`config.mk`:
```
export PLATFORM = sky130hd
export DESIGN_NAME = utf8_stream_decoder
export DESIGN_NICKNAME = d
export VERILOG_FILES = /design/src/rtl/core/u8sd_pkg.sv /design/src/rtl/core/utf8_stream_decoder.sv /design/src/rtl/core/u8sd_decode.sv /design/src/rtl/core/u8sd_fifo.sv
export SDC_FILE = /design/constraint.sdc
export NUM_CORES = 1
export LEC_CHECK = 0
export BUFFER_PORTS_ARGS = -buffer_cell sky130_fd_sc_hd__buf_2
export CORE_MARGIN = 4
export CORE_UTILIZATION = 45
export DETAILED_ROUTE_END_ITERATION = 8
export RECOVER_POWER = 25
export SLEW_MARGIN = 20
export SYNTH_ARGS = -nofsm -noshare
export SYNTH_HDL_FRONTEND = slang
export SYNTH_HIERARCHICAL = 1
export SYNTH_SLANG_ARGS = --single-unit
```
`constraint.sdc`:
```
create_clock -name clk -period 9.6 [get_ports clk]
set_input_delay 0 -clock clk [delete_from_list [all_inputs] [get_ports clk]]
set_output_delay 0 -clock clk [all_outputs]
set_load 0.05 [all_outputs]
```
`src/rtl/core/u8sd_pkg.sv`:
```
// Shared types and constants for the UTF-8 stream decoder.
`default_nettype none

package u8sd_pkg;

    // Default width of the per-string character counter.
    localparam int COUNT_BITS_DEFAULT = 16;

    // Output queue sizing.
    localparam int FIFO_DEPTH = 4;
    localparam int PTR_W      = $clog2(FIFO_DEPTH);
    localparam int CNT_W      = $clog2(FIFO_DEPTH + 1);

    // Configuration port.
    localparam int ADDR_W = 3;
    localparam int DATA_W = 32;
    localparam logic [0:0] REG_MAX_CHARS   = 1'b0;
    localparam logic [0:0] REG_SIXTEEN_BIT = 1'b1;

    // Result kinds.
    localparam logic [1:0] KIND_CHAR = 2'd0;
    localparam logic [1:0] KIND_DONE = 2'd1;
    localparam logic [1:0] KIND_ERR  = 2'd2;

    // Error codes.
    localparam logic [2:0] ERR_NONE  = 3'd0;
    localparam logic [2:0] ERR_LEAD  = 3'd1;
    localparam logic [2:0] ERR_CONT  = 3'd2;
    localparam logic [2:0] ERR_TRUNC = 3'd3;
    localparam logic [2:0] ERR_LIMIT = 3'd4;
    localparam logic [2:0] ERR_FFFF  = 3'd5;

    // Value rejected in sixteen-bit mode.
    localparam logic [30:0] CP_REJECT = 31'h0000FFFF;

    // One result as delivered on the output channel.
    typedef struct packed {
        logic [1:0]  kind;
        logic [30:0] code_point;
        logic [15:0] char_count;
        logic [2:0]  error_code;
        logic        last_of_run;
    } result_t;

    // Results produced by one accepted byte: zero, one or two of them.
    typedef struct packed {
        logic [1:0] cnt;
        result_t    r0;
        result_t    r1;
    } push_t;

endpackage

`default_nettype wire

```
`src/rtl/core/utf8_stream_decoder.sv`:
```
// UTF-8 stream decoder top level: configuration registers, decoder and output queue.
//
// Usage: raw bytes arrive on the in_ valid/ready channel (data_byte, end_of_string);
// decoded results leave on the out_ valid/ready channel (kind, code_point,
// char_count, error_code, last_of_run). Each byte is decoded in the cycle it is
// accepted and its results are written into a four-entry output queue, so the first
// result reaches the outputs from the queue storage, not straight from the byte.
// Throughput is one byte per cycle while in_ready is high. A byte yields zero, one
// or two results; the queue drains one result per cycle while out_ready is high,
// and a byte that finishes a string with a character yields the character and then
// the done result. in_ready is high while at least two queue entries are free, which
// lets bytes stream without gaps as long as the receiver keeps up.
// When the receiver stalls, results wait in the queue and in_ready falls once
// fewer than two entries remain; nothing is dropped. Reset clears the decoder state
// and empties the queue; max_chars returns to 65535 and sixteen-bit mode is off.
// Registers must be written over the APB port (max_chars at 0x0, sixteen_bit_target
// at 0x4) while no string is in flight; the block does not enforce this.
`default_nettype none

module utf8_stream_decoder
    import u8sd_pkg::*;
#(
    parameter int COUNT_BITS = COUNT_BITS_DEFAULT
)(
    input  wire logic              clk,
    input  wire logic              rst_n,
    // Configuration port.
    input  wire logic              psel,
    input  wire logic              penable,
    input  wire logic              pwrite,
    input  wire logic [ADDR_W-1:0] paddr,
    input  wire logic [DATA_W-1:0] pwdata,
    output logic      [DATA_W-1:0] prdata,
    output logic                   pready,
    // Byte input channel.
    input  wire logic              in_valid,
    output logic                   in_ready,
    input  wire logic [7:0]        data_byte,
    input  wire logic              end_of_string,
    // Result output channel.
    output logic                   out_valid,
    input  wire logic              out_ready,
    output logic      [1:0]        kind,
    output logic      [30:0]       code_point,
    output logic      [15:0]       char_count,
    output logic      [2:0]        error_code,
    output logic                   last_of_run
);

    logic [15:0] max_chars_reg;
    logic        sixteen_reg;
    logic        cfg_write;
    logic        fire;
    push_t       push;
    result_t     head;

    // Register access decode; the port never waits.
    always_comb
    begin
        pready    = 1'b1;
        cfg_write = psel && penable && pwrite && pready;
        if (paddr[2] == REG_SIXTEEN_BIT)
        begin
            prdata = DATA_W'(sixteen_reg);
        end
        else
        begin
            prdata = DATA_W'(max_chars_reg);
        end
    end

    // Configuration registers.
    always_ff @(posedge clk or negedge rst_n)
    begin
        if (!rst_n)
        begin
            max_chars_reg <= 16'hFFFF;
            sixteen_reg   <= 1'b0;
        end
        else if (cfg_write)
        begin
            if (paddr[2] == REG_MAX_CHARS)
            begin
                max_chars_reg <= pwdata[15:0];
            end
            else
            begin
                sixteen_reg <= pwdata[0];
            end
        end
    end

    // Accepted byte request.
    assign fire = in_valid && in_ready;

    u8sd_decode #(
        .COUNT_BITS (COUNT_BITS)
    ) u_decode (
        .clk           (clk),
        .rst_n         (rst_n),
        .fire          (fire),
        .data_byte     (data_byte),
        .end_of_string (end_of_string),
        .max_chars     (max_chars_reg),
        .sixteen_bit   (sixteen_reg),
        .push          (push)
    );

    u8sd_fifo u_fifo (
        .clk       (clk),
        .rst_n     (rst_n),
        .push      (push),
        .space_ok  (in_ready),
        .out_valid (out_valid),
        .out_ready (out_ready),
        .head      (head)
    );

    // Result fields from the queue head.
    always_comb
    begin
        kind        = head.kind;
        code_point  = head.code_point;
        char_count  = head.char_count;
        error_code  = head.error_code;
        last_of_run = head.last_of_run;
    end

endmodule

`default_nettype wire

```
`src/rtl/core/u8sd_decode.sv`:
```
// Byte decoder: sequence state, per-string count and result generation.
`default_nettype none

module u8sd_decode
    import u8sd_pkg::*;
#(
    parameter int COUNT_BITS = COUNT_BITS_DEFAULT
)(
    input  wire logic        clk,
    input  wire logic        rst_n,
    input  wire logic        fire,
    input  wire logic [7:0]  data_byte,
    input  wire logic        end_of_string,
    input  wire logic [15:0] max_chars,
    input  wire logic        sixteen_bit,
    output push_t            push
);

    localparam int LIM_W = (COUNT_BITS > 16) ? COUNT_BITS : 16;

    logic [2:0]            pend_reg, pend_next;
    logic [30:0]           pv_reg, pv_next;
    logic [COUNT_BITS-1:0] chars_reg, chars_next, chars_inc;
    logic                  disc_reg, disc_next;

    logic [2:0]       lead_len;
    logic [7:0]       lead_mask;
    logic [30:0]      cont_value, fin_value;
    logic             do_finish;
    logic [2:0]       fail_code;
    logic [LIM_W-1:0] count_max, limit_ext, chars_ext, done_ext;
    logic             over_limit;

    // Limit is max_chars clipped to what the counter can hold.
    always_comb
    begin
        count_max  = LIM_W'({COUNT_BITS{1'b1}});
        limit_ext  = (LIM_W'(max_chars) > count_max) ? count_max : LIM_W'(max_chars);
        chars_ext  = LIM_W'(chars_reg);
        over_limit = (chars_ext >= limit_ext);
    end

    // Lead byte classification.
    always_comb
    begin
        case (data_byte) inside
            [8'h00:8'h7F]: begin lead_len = 3'd1; lead_mask = 8'h7F; end
            [8'hC0:8'hDF]: begin lead_len = 3'd2; lead_mask = 8'h1F; end
            [8'hE0:8'hEF]: begin lead_len = 3'd3; lead_mask = 8'h0F; end
            [8'hF0:8'hF7]: begin lead_len = 3'd4; lead_mask = 8'h07; end
            [8'hF8:8'hFB]: begin lead_len = 3'd5; lead_mask = 8'h03; end
            [8'hFC:8'hFD]: begin lead_len = 3'd6; lead_mask = 8'h01; end
            default:       begin lead_len = 3'd0; lead_mask = 8'h00; end
        endcase
    end

    // Next state and results for the byte being accepted.
    always_comb
    begin
        pend_next  = pend_reg;
        pv_next    = pv_reg;
        chars_next = chars_reg;
        disc_next  = disc_reg;
        do_finish  = 1'b0;
        fin_value  = '0;
        fail_code  = ERR_NONE;
        chars_inc  = chars_reg + 1'b1;
        done_ext   = LIM_W'(chars_inc);
        cont_value = {pv_reg[24:0], data_byte[5:0]};
        push       = '0;

        if (fire)
        begin
            if (disc_reg)
            begin
                // Skipping a failed string until its last byte.
                if (end_of_string)
                begin
                    disc_next = 1'b0;
                end
            end
            else if (pend_reg == 3'd0)
            begin
                // Lead position.
                if (over_limit)
                begin
                    fail_code = ERR_LIMIT;
                end
                else if (lead_len == 3'd0 || (sixteen_bit && lead_len > 3'd3))
                begin
                    fail_code = ERR_LEAD;
                end
                else if (lead_len == 3'd1)
                begin
                    do_finish = 1'b1;
                    fin_value = 31'(data_byte & lead_mask);
                end
                else if (end_of_string)
                begin
                    fail_code = ERR_TRUNC;
                end
                else
                begin
                    pend_next = lead_len - 3'd1;
                    pv_next   = 31'(data_byte & lead_mask);
                end
            end
            else
            begin
                // Continuation position.
                if (data_byte[7:6] != 2'b10)
                begin
                    fail_code = ERR_CONT;
                end
                else if (pend_reg == 3'd1)
                begin
                    do_finish = 1'b1;
                    fin_value = cont_value;
                end
                else if (end_of_string)
                begin
                    fail_code = ERR_TRUNC;
                end
                else
                begin
                    pend_next = pend_reg - 3'd1;
                    pv_next   = cont_value;
                end
            end

            // A completed character, possibly ending the string.
            if (do_finish)
            begin
                pend_next = 3'd0;
                pv_next   = '0;
                if (sixteen_bit && fin_value == CP_REJECT)
                begin
                    fail_code = ERR_FFFF;
                end
                else
                begin
                    push.r0.kind       = KIND_CHAR;
                    push.r0.code_point = fin_value;
                    if (end_of_string)
                    begin
                        push.cnt           = 2'd2;
                        push.r1.kind       = KIND_DONE;
                        push.r1.char_count = done_ext[15:0];
                        push.r1.last_of_run = 1'b1;
                        chars_next         = '0;
                    end
                    else
                    begin
                        push.cnt            = 2'd1;
                        push.r0.last_of_run = 1'b1;
                        chars_next          = chars_inc;
                    end
                end
            end

            // Any failure gives a single error result and ends the string.
            if (fail_code != ERR_NONE)
            begin
                push                = '0;
                push.cnt            = 2'd1;
                push.r0.kind        = KIND_ERR;
                push.r0.error_code  = fail_code;
                push.r0.last_of_run = 1'b1;
                pend_next           = 3'd0;
                pv_next             = '0;
                chars_next          = '0;
                disc_next           = !end_of_string;
            end
        end
    end

    // State registers.
    always_ff @(posedge clk or negedge rst_n)
    begin
        if (!rst_n)
        begin
            pend_reg  <= 3'd0;
            pv_reg    <= '0;
            chars_reg <= '0;
            disc_reg  <= 1'b0;
        end
        else
        begin
            pend_reg  <= pend_next;
            pv_reg    <= pv_next;
            chars_reg <= chars_next;
            disc_reg  <= disc_next;
        end
    end

    // While skipping, no sequence is in progress.
    assert property (@(posedge clk) disable iff (!rst_n)
        disc_reg |-> pend_reg == 3'd0)
        else $error("sequence pending while skipping a string");

    // A skipped byte never produces a result.
    assert property (@(posedge clk) disable iff (!rst_n)
        fire && disc_reg |-> push.cnt == 2'd0)
        else $error("result produced for a skipped byte");

    // Two results are always a character followed by the done result.
    assert property (@(posedge clk) disable iff (!rst_n)
        push.cnt == 2'd2 |-> push.r0.kind == KIND_CHAR && push.r1.kind == KIND_DONE
                             && !push.r0.last_of_run)
        else $error("malformed result pair");

endmodule

`default_nettype wire

```
`src/rtl/core/u8sd_fifo.sv`:
```
// Output result queue: takes up to two results a cycle, hands out one while out_ready is high.
`default_nettype none

module u8sd_fifo
    import u8sd_pkg::*;
(
    input  wire logic   clk,
    input  wire logic   rst_n,
    input  wire push_t  push,
    output logic        space_ok,
    output logic        out_valid,
    input  wire logic   out_ready,
    output result_t     head
);

    result_t           mem_reg [FIFO_DEPTH];
    logic [PTR_W-1:0]  wr_ptr_reg, wr_ptr_next, wr_ptr_p1;
    logic [PTR_W-1:0]  rd_ptr_reg, rd_ptr_next;
    logic [CNT_W-1:0]  count_reg, count_next;
    logic              pop;

    // Handshake and pointer arithmetic.
    always_comb
    begin
        out_valid   = (count_reg != '0);
        space_ok    = (count_reg <= CNT_W'(FIFO_DEPTH - 2));
        pop         = out_valid && out_ready;
        head        = mem_reg[rd_ptr_reg];
        wr_ptr_p1   = wr_ptr_reg + 1'b1;
        wr_ptr_next = wr_ptr_reg + PTR_W'(push.cnt);
        rd_ptr_next = rd_ptr_reg + PTR_W'(pop);
        count_next  = count_reg + CNT_W'(push.cnt) - CNT_W'(pop);
    end

    // Storage.
    always_ff @(posedge clk)
    begin
        if (push.cnt != 2'd0)
        begin
            mem_reg[wr_ptr_reg] <= push.r0;
        end
        if (push.cnt == 2'd2)
        begin
            mem_reg[wr_ptr_p1] <= push.r1;
        end
    end

    // Pointers and fill count.
    always_ff @(posedge clk or negedge rst_n)
    begin
        if (!rst_n)
        begin
            wr_ptr_reg <= '0;
            rd_ptr_reg <= '0;
            count_reg  <= '0;
        end
        else
        begin
            wr_ptr_reg <= wr_ptr_next;
            rd_ptr_reg <= rd_ptr_next;
            count_reg  <= count_next;
        end
    end

    // The queue never overflows.
    assert property (@(posedge clk) disable iff (!rst_n)
        count_reg <= CNT_W'(FIFO_DEPTH))
        else $error("output queue overflow");

    // Results arrive only while two entries are free.
    assert property (@(posedge clk) disable iff (!rst_n)
        push.cnt != 2'd0 |-> space_ok)
        else $error("results pushed without room");

    // Fill count tracks the pointers.
    assert property (@(posedge clk) disable iff (!rst_n)
        count_reg == CNT_W'(0) |-> wr_ptr_reg == rd_ptr_reg)
        else $error("empty queue with unequal pointers");

endmodule

`default_nettype wire

```
* Word level (Yosys, flattened, before mapping)
Memories as Yosys holds them, arrays and structs flattened.
Index checks and enable logic that the tools add are counted.
** Storage, ports and cells
- Output and inout bits :: 88
- Input port bits :: 51
- Bits in writable memories :: 212
- Flip-flop bits (word level) :: 69
- Bits in latches :: 0
- Memory bits (read-only) :: 0
- Memories kept :: 1
** Operators by class
- Eq/ne operators :: 14
- Magnitude comparators :: 16
- Add/sub/neg operators :: 8
- $mul :: 0
- Multiplexer cells :: 88
- Shifts and indexed selects :: 0
- Bitwise operators :: 2
- Divide/modulo/power cells :: 0
- Reduce and logical (&&, ||, !) cells :: 24
** Memory list
- u_fifo.mem_reg :: words 4, bits a word 53, rd ports 1, clocked after memory_dff 0, wr ports 2, line u8sd_fifo.sv:16 : result_t mem_reg [FIFO_DEPTH];
** Operators with widths (number)
- $mux W25 :: 11
- $mux W31 :: 8
- $mux W108 :: 2
- $mux W16 :: 9
- $mux W3 :: 28
- $mux W35 :: 2
- $ge A8 B8 Y1 const B :: 5
- $le A8 B8 Y1 const B :: 5
- $mux W8 :: 5
- $eq A31 B16 Y1 const B :: 1
- $mux W1 :: 20
- $add A16 B1 Y16 const B :: 1
- $ge A16 B16 Y1 :: 1
- $gt A16 B16 Y1 const B :: 1
- $logic_and A1 B1 Y1 :: 12
- $ne A4 B4 Y1 const B :: 3
- $reduce_and A9 Y1 :: 1
- $and A8 B8 Y8 :: 1
- $ge A8 B1 Y1 const B :: 1
- $le A8 B7 Y1 const B :: 1
- $ne A4 B1 Y1 const B :: 2
- $ne A4 B3 Y1 const B :: 2
- $eq A3 B1 Y1 const B :: 2
- $logic_not A3 Y1 :: 2
- 19 further kinds :: 26

* Logic depth before layout (Yosys ltp)
Gate-level depths: netlist (run 1).
- Word-level depth :: 27
- Depth in mapped cells :: 22
- Gate-level depth less buffers :: 18

* Cells and area by module
Netlist (run 1), hierarchy kept.
** Modules (own cells, without submodules)
- u8sd_fifo :: area each 10613.9 µm², instances 1, cells each 554
- u8sd_decode :: area each 3887.5 µm², instances 1, cells each 469
- utf8_stream_decoder :: area each 972.2 µm², instances 1, cells each 74

* Worst setup path before layout (run 1)
Ideal clock, no wire load.
- Path kind :: flip-flop to flip-flop
- Start point :: register u_fifo.count_reg[0]
- End point :: memory u_fifo/mem_reg[0][0] (netlist name), enable pin
- Arrival :: 6.781 ns
- Data required time :: 9.063 ns
- Setup slack :: 2.282 ns
- Library setup time :: 0.537 ns
- Stages on the path, launching flop included :: 14
- Cells stage by stage :: dfrtp_1 a21oi_1 and2_1 and3_1 clkbuf_1 a21oi_1 or2_2 buf_2 buf_2 inv_1 buf_4 clkbuf_2 o21bai_1 o21ai_0
** RTL lines
- start, declared :: line u8sd_fifo.sv:19 : logic [CNT_W-1:0] count_reg, count_next;
- start signal, assigned :: line u8sd_fifo.sv:61 : count_reg <= count_next;
- end, declared :: line u8sd_fifo.sv:16

==> out/qor.yml, run 1 <==
route:
  dr_total_vias: 9156
  drtIter0Drc: 556
  postRouteAntennaNets: 0
  wl_per_cell_um: 21.08
  drt-total-wl_um: 35510
  dr.pass1.iters: 7
  drc_errors: 0
  vias_per_cell: 5.437
global_route:
  grt_pass1_wl_um: 56540
  grt_pass1_vias: 9798
  grtUsageTotal: 0.1864
  grt_overflow: 0
  antenna_found_initial: 2
  grt_max_degree: 70
yosys:
  avgSynthCellArea_um2: 14.11
  synthTopCellsByArea: "edfxtp_1 41%, mux2_2 16%, dfrtp_1 8.6%"
  synth_cell_types: 75
  synth-seq-cells: 281
  ys_seq_area_frac: 0.5243
  synth_top_cell_by_area: "edfxtp_1"
  netlist_instances: 1097
  synth_top_area_share: 0.4114
  ys_warn_count: 6
  synth_edf_count: 212
  synth_async_sr_flop_share: 0.2456
  synthTopCellsByCount: "221 x mux2_2, 212 x edfxtp_1, 72 x buf_4, 53 x dfrtp_1, 53 x mux4_2"
  syn-cell-area_um2: 15470
  synth_flop_cell: "edfxtp_1"
  yosysMostFrequentCell: "mux2_2"
sta:
  holdWs_ns: 0.06047
  post-route-period-util: 0.5517
  worst_slack_ns: 4.303
  slew_headroom: -1.659
  slew_violations: 128
  fmax_mhz: 188.8
  hold_viol: 0
  finClkSkew_ns: 0.009291
  setup_viol: 0
  worst_pin_slew_ns: 3.989
  rsz0062_at_grt: "no"
  min_period_ns: 5.297
  tns_ns: 0
critical_path:
  start_kind: "register"
  path_buf_inv: 3
  max_stage_delay_ns: 0.71
  slowest_stage: "and3_1"
  path_common_cell: "inv_1"
  crit_type: "register to register"
  endpoint_kind: "register"
  cpLargestDelayFamily: "simple AND/OR/NAND/NOR gates"
  required_ns: 9.78
  path_cells: "inv_1, ha_1, nor2b_1, nor3_1, nand4_1, and3_1, a21oi_1, or2_2, inv_1, mux2i_1, nor2_4, buf_4"
  critPathMaxFanout: 33
  critPathArrivalTime_ns: 5.48
cts:
  clk_latency_ns: 0.55
  htreeDepth: 1
  cts_resized: 0
  cts_tree: "done"
  cts_root_buf: "clkbuf_16"
  clkTransAtPathRegs_ns: 0.06
  cts_made_buffers: 31
  cts_post_setup_buffers_inserted: 0
  cts_buffer_depth: 3
  ctsHoldBuffers: 30
  cts.sinks: 281
layout:
  largest_reg_flops: 212
  antennaDiodeCount: 0
  area_delta_synth_final_pct: 11.05
  final_nets: 1292
  drive_gt1_frac: 0.3212
  final_cells: 1684
power_and_ir_drop:
  pwr-share-clk: 0.257
  share_comb_of_total_power: 0.356
  power_density_nw_per_um2: 255.2
  p_int_uw: 2661
  peakVddDrop_mv: 0.1603
  swShare: 0.3931
  p_seq_frac: 0.387
  leakage_uw: 0.006431
  power_switching_uw: 1724
floorplanning:
  io_pins: 139
  rows: 67
  die_h_um: 193.4
  die-area_um2: 37420
  design.core.area_um2: 33700
  start_util: 0.4592
  die_width_um: 193.4
placement:
  hpwl_um: 21370
  pre_cts_slack_ns: 4.238
  portBuffers: 103
  gp_congestion: 0.8197
  place_inst: 1598
run_status:
  violations: "capacitance limit, slew limit"
  status: "complete, but fails checks"
job:
  max_cap_violations: 3
worst_hold_path:
  min_path_type: "input pin to register"
[per-stage QoR]
step | util | power, uW | cell area (um2)
after floorplan | - | 2949 | 15720
after detailed placement | 0.4771 | 3329 | 16080
after global placement | 0.4771 | 3319 | 16080
after CTS | 0.5144 | 4479 | 17330
after global routing | 0.5099 | 4612 | 17180
final | 0.5099 | 4385 | 17180
[worst min-delay path: stages]
cell	delay, ns
buf_2	0.10
and2_1	0.25
nand3_1	0.13
o211ai_1	0.08
[layout make-up]
class | instances | area (um2)
clock buffer | 41 | 833.3
timing repair buffer | 148 | 833.3
tap | 448 | 560.5
clock inverter | 15 | 121.4
fill | 2989 | 16520
multi-input combinational | 716 | 6589
inverter | 35 | 131.4
sequential | 281 | 8114
[cell families after synthesis]
| family | synth area share |
|---|---|
| muxes | 0.2483 |
| DFF | 0.5243 |
| other | 0.0007277 |
| AOI/OAI and AO/OA | 0.05021 |
| and+or+nand+nor | 0.08045 |
| adders and majority gates | 0.02313 |
| xor gates and xnor gates | 0.007924 |
| buffers and inverters | 0.06493 |
[routing by layer]
metal / routed length (um) / track usage / up-vias / share of wire
met5: 16 / 0 / - / 0.00045
met4: 699 / 0.03698 / 2 / 0.020
met3: 1560 / 0.02835 / 48 / 0.044
met2: 17160 / 0.3120 / 204 / 0.48
met1: 16070 / 0.2619 / 4606 / 0.45
li1: - / - / 4296 / -
[final timing paths]
path / startpoint / to / slack, ns / cells after the start
worst max-delay path: u_decode/pend_reg[0] / u_fifo/mem_reg[1][27] / 4.30 / 12
worst max register to register: u_decode/pend_reg[0] / u_fifo/mem_reg[1][27] / 4.30 / 12
worst min-delay path: in_valid / u_decode/pend_reg[0] / 0.06 / 4
worst min register to register: u_decode/pend_reg[1] / u_decode/pend_reg[1] / 0.49 / 2
max in group asynchronous: rst_n / u_fifo/rd_ptr_reg[1] / 5.57 / 3
min in group asynchronous: rst_n / u_decode/chars_ext[0] / 1.47 / 3
[power groups by stage]
| stage | registers, uW | clock network (uW) | logic (uW) |
|---|---|---|---|
| after CTS | 1700 | 1150 | 1620 |
| after floorplan | 1610 | 0 | 1340 |
| after global routing | 1730 | 1210 | 1680 |
| after global placement | 1720 | 0 | 1600 |
| after detailed placement | 1730 | 0 | 1600 |
| final | 1700 | 1130 | 1560 |
[cells in the final DEF, fill, tap and decap left out, types with 4 or more instances in the layout]
master	instances
a2111oi_0	4
a21o_1	4
a21oi_1	16
a221o_1	6
a22o_1	22
and2_1	27
and2b_1	5
and3_1	5
buf_2	33
buf_4	13
clkbuf_1	80
clkbuf_16	31
clkinv_1	9
conb_1	69
dfrtp_1	52
dfstp_2	16
dlygate4sd3_1	30
edfxtp_1	212
ha_1	27
inv_1	34
mux2_1	10
mux2_2	221
mux4_2	53
nand2_1	37
nand2b_1	9
nand3_1	13
nand4_1	9
nand4b_1	5
nor2_1	42
nor2b_1	14
nor3_1	12
nor3b_1	4
nor4_1	9
nor4b_1	4
o21ai_0	10
o22ai_1	4
o31ai_1	9
or2_2	4
xnor2_1	11
(Power assumes the default switching activity.)
==> inputs of run 2 (changes only) <==
--- a/config.mk
+++ b/config.mk
@@ -5,6 +5,7 @@
 export SDC_FILE = /design/constraint.sdc
 export NUM_CORES = 1
 export LEC_CHECK = 0
+export ABC_AREA = 1
 export BUFFER_PORTS_ARGS = -buffer_cell sky130_fd_sc_hd__buf_2
 export CORE_MARGIN = 4
 export CORE_UTILIZATION = 45
==> constraint.sdc (replaced) <==
create_clock -name clk -period 5.1 [get_ports clk]
set_input_delay 0 -clock clk [delete_from_list [all_inputs] [get_ports clk]]
set_output_delay 0 -clock clk [all_outputs]
set_load 0.05 [all_outputs]
==> out/qor.yml, run 2 <==
power_and_ir_drop:
  power_switching_uw: 4319  # +150%
  pwr-share-clk: 0.241  # -0.016
  power_density_nw_per_um2: 523.0  # +100%
  p_int_uw: 5130  # +93%
  leakage_uw: 0.007172  # +12%
  swShare: 0.4571  # +0.06399
  peakVddDrop_mv: 0.3315  # +110%
  p_seq_frac: 0.328  # -0.059
  share_comb_of_total_power: 0.431  # +0.075
yosys:
  synth-seq-cells: 281  # unchanged
  synthTopCellsByCount: "421 x nand2_1, 288 x o21ai_0, 265 x nor2_1, 212 x edfxtp_1, 158 x inv_1"
  ys_warn_count: 6  # unchanged
  syn-cell-area_um2: 16020  # +3.5%
  yosysMostFrequentCell: "nand2_1"
  netlist_instances: 1923  # +75%
  synth_async_sr_flop_share: 0.2456  # unchanged
  synth_edf_count: 212  # unchanged
  synthTopCellsByArea: "edfxtp_1 40%, nand2_1 9.9%, o21ai_0 9.0%"
  synth_flop_cell: "edfxtp_1"
  synth_top_area_share: 0.3974  # -0.01398
  avgSynthCellArea_um2: 8.330  # -41%
  synth_top_cell_by_area: "edfxtp_1"
  synth_cell_types: 50  # -33%
  ys_seq_area_frac: 0.5065  # -0.01782
floorplanning:
  die_h_um: 196.7  # +1.7%
  die_width_um: 196.7  # +1.7%
  design.core.area_um2: 34800  # +3.3%
  start_util: 0.4603  # +0.001145
  rows: 68  # +1.5%
  die-area_um2: 38680  # +3.4%
  io_pins: 139  # unchanged
critical_path:
  r2r-start: "u_decode/pend_reg[0]"
  reg2reg_depth: 16  # +4
  slowest_stage: "nor2_1"
  required_ns: 5.52  # -4.26 ns
  path_cells: "inv_1, ha_1, inv_1, nor2_4, nand3_1, inv_1, nand2_1, nand2_1, nor2_1, nand2_1, nor2_4, nor2_4, inv_2, nor2_1, nand4_1, nand2_1"
  critPathMaxFanout: 36  # +9.1%
  startpoint: "u_decode/pend_reg[0]"
  cpLargestDelayFamily: "simple AND/OR/NAND/NOR gates"
  path_common_cell: "nand2_1"
  max_stage_delay_ns: 1.81  # +1.10 ns
  critPathArrivalTime_ns: 4.80  # -0.68 ns
  start_kind: "register"
  rr_endpoint: "u_decode/pv_reg[12]"
  path_buf_inv: 4  # +1
  crit_type: "register to register"
  reg2reg_slack_ns: 0.72  # -3.58 ns
  endpoint_kind: "register"
global_route:
  grt_overflow: 0  # unchanged
  grt_max_degree: 107  # +53%
  grtUsageTotal: 0.2050  # +0.01858
  grt.met2_usage: 0.3530  # +0.04100
  grt_pass1_wl_um: 64450  # +14%
  grt_most_used_layer: "met2"
  grt_pass1_vias: 12240  # +25%
  grtUsageMet1: 0.2798  # +0.01799
  antenna_found_initial: 0  # -2
  use_met3: 0.02752  # -0.0008314
layout:
  drive_gt1_frac: 0.08653  # -0.2347
  final_cells: 2512  # +49%
  antennaDiodeCount: 0  # unchanged
  area_delta_synth_final_pct: 12.79
  largest_reg_flops: 212  # unchanged
  final_common_cell: "nand2_1"
  final_cell_mix: "417 x nand2_1, 289 x o21ai_0, 267 x nor2_1"
  fillers: 3228  # +8.0%
  final_nets: 2112  # +63%
  fin_util: 0.5192  # +0.009288
run_status:
  status: "complete, but fails checks"
  violations: "capacitance limit, slew limit"
cts:
  cts_tree: "done"
  clkTransAtPathRegs_ns: 0.06  # about the same
  htreeDepth: 2  # +1
  clk_latency_ns: 0.50  # -0.05 ns
  cts_made_buffers: 34  # +9.7%
  cts.sinks: 281  # unchanged
  cts_buffer_depth: 3  # unchanged
  cts_root_buf: "clkbuf_16"
  cts_resized: 0  # unchanged
route:
  drtIter0Drc: 846  # +52%
  vias_per_cell: 5.170  # -4.9%
  dr_total_vias: 12990  # +42%
  wl_per_cell_um: 16.18  # -23%
  drc_errors: 0  # unchanged
  drt-total-wl_um: 40640  # +14%
  postRouteAntennaNets: 0  # unchanged
  dr.pass1.iters: 5  # -2
sta:
  post-route-period-util: 0.8579  # +0.3062
  min_period_ns: 4.375  # -0.9212 ns
  finClkSkew_ns: 0.008033  # -0.001258 ns
  tns_ns: 0  # unchanged
  slew_violations: 112  # -13%
  setup_viol: 0  # unchanged
  rsz0062_at_grt: "no"
  fmax_mhz: 228.6  # +21%
  worst_pin_slew_ns: 2.478  # -1.511 ns
  slew_headroom: -0.6582  # +1.001
  hold_viol: 0  # unchanged
worst_hold_path:
  holdPathStages: 3  # -1
  holdPathEnd: "u_decode/disc_reg"
  min_path_type: "input pin to register"
  min_from: "end_of_string"
placement:
  hpwl_um: 24980  # +17%
  place_inst: 2393  # +50%
  gp_congestion: 0.8484  # +3.5%
  portBuffers: 103  # unchanged
job:
  max_cap_violations: 3  # unchanged
## run 2: worst max path at each step
| stage | end | slack, ns | depth (start not counted) |
|---|---|---|---|
| detailed placement | u_fifo/mem_reg[3][33] | 0.99 | 22 |
| global placement | u_fifo/mem_reg[3][33] | 1.02 | 22 |
| global route | u_decode/pv_reg[12] | 0.35 | 16 |
| CTS | u_fifo/mem_reg[3][35] | 0.99 | 22 |
| floorplan | u_fifo/mem_reg[2][0] | 0.55 | 17 |
| finish | u_decode/pv_reg[12] | 0.72 | 16 |
## run 2: worst reg2reg max path, cell delays in order, from the launching register on
cell and delay [ns]:
dfrtp_1 0.41, inv_1 0.10, ha_1 0.19, inv_1 0.07, nor2_4 0.32, nand3_1 0.19, inv_1 0.10, nand2_1 0.05
nand2_1 0.20, nor2_1 0.08, nand2_1 0.11, nor2_4 0.07, nor2_4 0.12, inv_2 0.04, nor2_1 1.81, nand4_1 0.26
nand2_1 0.17
## run 2: area by class of cell
class                           count  area, um2  share of cell area
Clock buffer                       41      898.4             0.04973
Clock inverter                     19      146.4            0.008103
Inverter                          171      645.6             0.03574
Multi-Input combinational cell   1360       6430              0.3559
Sequential cell                   281       8117              0.4493
Tap cell                          455      569.3             0.03151
Timing Repair Buffer              185       1260             0.06974
## run 2: kinds of logic (layout without fill, tap and decap cells)
family / count (synthesis) / in the layout / share of synthesized area
and+or+nand+nor: 847 / 847 / 0.2262
adders and majority gates: 28 / 28 / 0.02234
buffers and inverters: 348 / 416 / 0.1079
other: 3 / 69 / 0.0007030
AOI/OAI and AO/OA: 400 / 400 / 0.1275
muxes: 2 / 2 / 0.001250
xor gates and xnor gates: 14 / 14 / 0.007655
DFF: 281 / 281 / 0.5065
## run 2: stage by stage
stage	hold slack (ns)	worst slack, ns	area (um2)	total power, uW
2_1_floorplan	-0.2956	0.5521	16270	6239
3_3_place_gp	0.2150	1.016	16540	7200
3_5_place_dp	0.2201	0.9863	16540	7251
4_1_cts	0.002361	0.9909	18160	9578
5_1_grt	0.03906	0.3489	18070	9980
6_report	0.01882	0.7247	18070	9449
## run 2: power by group through the flow
stage	sequential, uW	clock [uW]	combinational [uW]
after floorplan	3090	0	3150
after global routing	3140	2410	4420
after global placement	3140	0	4060
after detailed placement	3150	0	4100
final	3100	2270	4070
after CTS	3100	2310	4160
## run 2: per-layer routing
metal  vias to the layer above  share of wire
met1                      6089           0.45
met2                       372           0.48
met3                        43          0.056
met4                         0          0.015
met5                         -              0
li1                       6482              -
## run 2: repair_timing
| item | 4_1_cts | 5_1_grt |
|---|---|---|
| hold endpoints to repair | 77 | 0 |
| buffers inserted | 0 | 0 |
| hold buffers | 58 | 0 |
==> inputs of run 3 (changes only) <==
==> constraint.sdc (replaced) <==
create_clock -name clk -period 4.7 [get_ports clk]
set_input_delay 0 -clock clk [delete_from_list [all_inputs] [get_ports clk]]
set_output_delay 0 -clock clk [all_outputs]
set_load 0.05 [all_outputs]
==> out/qor.yml, run 3 (same netlist as run 2, synthesis figures left out) <==
placement:
  gp_congestion: 0.8337  # -1.7%
  hpwl_um: 24700  # -1.1%
  pre_cts_slack_ns: 0.7052  # -0.2811 ns
  placed_area_um2: 16560  # +0.14%
  portBuffers: 103  # unchanged
critical_path:
  crit_cells: 14  # -2
  cp-endpoint: "u_fifo/mem_reg[1][20]"
  rr_endpoint: "u_fifo/mem_reg[1][20]"
  slowest_stage: "clkbuf_1"
  path_buf_inv: 3  # -1
  endpoint_kind: "register"
  r2r-start: "max_chars_reg[15]"
  critPathMaxFanout: 27  # -25%
  required_ns: 4.99  # -0.53 ns
  reg2reg_slack_ns: 0.53  # -0.19 ns
  cpLargestDelayFamily: "simple AND/OR/NAND/NOR gates"
  crit_type: "register to register"
  critPathArrivalTime_ns: 4.46  # -0.34 ns
  path_cells: "inv_1, ha_1, nand2_1, nor3_1, nand3_1, nand3_1, nor2_1, o22ai_4, inv_1, nand2_4, clkbuf_1, nor2_1, nand2_1, o21ai_0"
  startpoint: "max_chars_reg[15]"
  start_kind: "register"
  max_stage_delay_ns: 0.97  # -0.84 ns
  reg2reg_depth: 14  # -2
cts:
  cts.sinks: 281  # unchanged
  cts_resized: 0  # unchanged
  cts_buffer_depth: 3  # unchanged
  cts_tree: "done"
  ctsHoldBuffers: 63  # +8.6%
  clk_latency_ns: 0.56  # +0.06 ns
  cts_made_buffers: 31  # -8.8%
  htreeDepth: 1  # -1
  cts_root_buf: "clkbuf_16"
  cts_post_setup_buffers_inserted: 0  # unchanged
  clkTransAtPathRegs_ns: 0.06  # about the same
route:
  vias_per_cell: 5.175  # +0.11%
  drc_errors: 0  # unchanged
  drtIter0Drc: 1128  # +33%
  drt-total-wl_um: 40080  # -1.4%
  dr_total_vias: 13030  # +0.31%
  wl_per_cell_um: 15.92  # -1.6%
  postRouteAntennaNets: 0  # unchanged
  dr.pass1.iters: 5  # unchanged
power_and_ir_drop:
  p_seq_frac: 0.334  # +0.006
  p_int_uw: 5555  # +8.3%
  power_switching_uw: 4658  # +7.8%
  peakVddDrop_mv: 0.3664  # +11%
  share_comb_of_total_power: 0.428  # -0.003
  swShare: 0.4561  # -0.001003
  leakage_uw: 0.007186  # +0.19%
  power_density_nw_per_um2: 564.2  # +7.9%
  pwr-share-clk: 0.238  # -0.003
floorplanning:
  rows: 68  # unchanged
  start_util: 0.4603  # unchanged
  io_pins: 139  # unchanged
  die_h_um: 196.7  # unchanged
  design.core.area_um2: 34800  # unchanged
  die_width_um: 196.7  # unchanged
  die-area_um2: 38680  # unchanged
global_route:
  grtUsageMet1: 0.2838  # +0.003948
  grt_most_used_layer: "met2"
  grtUsageTotal: 0.2034  # -0.001582
  grt_overflow: 0  # unchanged
  grt_max_degree: 107  # unchanged
  grt.met2_usage: 0.3407  # -0.01227
  antenna_found_initial: 0  # unchanged
  grt_pass1_vias: 12210  # -0.24%
  use_met3: 0.02752  # unchanged
  grt_pass1_wl_um: 64490  # about the same
layout:
  drive_gt1_frac: 0.08923  # +0.002700
  final_common_cell: "nand2_1"
  area_delta_synth_final_pct: 13.01
  final_nets: 2116  # +0.19%
  final_cell_mix: "417 x nand2_1, 288 x o21ai_0, 266 x nor2_1"
  largest_reg_flops: 212  # unchanged
  fin_area_um2: 18100  # +0.20%
  antennaDiodeCount: 0  # unchanged
sta:
  hold_viol: 0  # unchanged
  fmax_mhz: 239.9  # +4.9%
  slew_headroom: -0.2369  # +0.4213
  setup_viol: 0  # unchanged
  tns_ns: 0  # unchanged
  worst_pin_slew_ns: 1.855  # -0.6228 ns
  rsz0062_at_grt: "no"
  post-route-period-util: 0.8870  # +0.02914
  worst_slack_ns: 0.5309  # -0.1938 ns
  finClkSkew_ns: 0.01791  # +0.009882 ns
  min_period_ns: 4.169  # -0.2062 ns
  slew_violations: 53  # -53%
run_status:
  status: "complete, but fails checks"
  violations: "capacitance limit, slew limit"
job:
  max_cap_violations: 1  # -2
worst_hold_path:
  min_path_type: "input pin to register"
run 3: cell types whose count changed in the layout (fill, tap and decap cells not counted), sizes merged, moves of 2 or more:
cell / before / now
buf: 60 / 65
dlygate4sd3: 58 / 63
clkinvlp: 0 / 2
bufinv: 2 / 4
clkbuf: 108 / 102
clkinv: 18 / 14
run 3: cell type report:
cell class / count / area (um2)
clock buffers: 38 / 812.0
multi-input cells: 1360 / 6442
clock inverters: 20 / 202.7
repair buffers: 192 / 1319
well taps: 455 / 569.3
inverters: 171 / 644.4
flip-flops and latches: 281 / 8113
fillers: 3242 / 16700
run 3: how the worst min path moves through the flow:
stage               slack (ns)                  to          from  depth (start not counted)
floorplan                -0.30         sixteen_reg         rst_n                          0
CTS                       0.02  u_decode/pv_reg[6]  data_byte[6]                          6
finish                    0.08  u_decode/pv_reg[6]  data_byte[6]                          6
global route               0.1  u_decode/pv_reg[6]  data_byte[6]                          6
global placement          0.04    max_chars_reg[5]         rst_n                          1
detailed placement        0.04    max_chars_reg[6]         rst_n                          1
run 3: metal layers:
metal | up-vias | part of all wire | wire (um)
met3 | 47 | 0.062 | 2500
li1 | 6480 | - | -
met5 | - | 0 | 0
met1 | 6097 | 0.45 | 17940
met4 | 0 | 0.019 | 772
met2 | 402 | 0.47 | 18870
run 3: worst min-delay path: stages:
cell and delay (ns):
buf_2 0.14, inv_1 0.07, o21ai_0 0.09, o21a_1 0.15, nand4_1 0.10, nand2_1 0.05
run 3: power by group through the flow:
stage	Sequential [uW]	Clock, uW	Combinational, uW
2_1_floorplan	3350	0	3410
3_3_place_gp	3450	0	4370
3_5_place_dp	3470	0	4400
4_1_cts	3420	2480	4480
5_1_grt	3460	2590	4790
6_report	3410	2430	4370
run 3: through the flow:
| step | power (uW) | util | hold slack, ns | cells |
|---|---|---|---|---|
| after floorplan | 6770 | - | -0.2956 | 1989 |
| after global placement | 7820 | 0.4759 | 0.03570 | 2396 |
| after detailed placement | 7866 | 0.4759 | 0.04226 | 2396 |
| after CTS | 10380 | 0.5232 | 0.02381 | 2517 |
| after global routing | 10840 | 0.5202 | 0.09580 | 2517 |
| final | 10210 | 0.5202 | 0.08025 | 2517 |
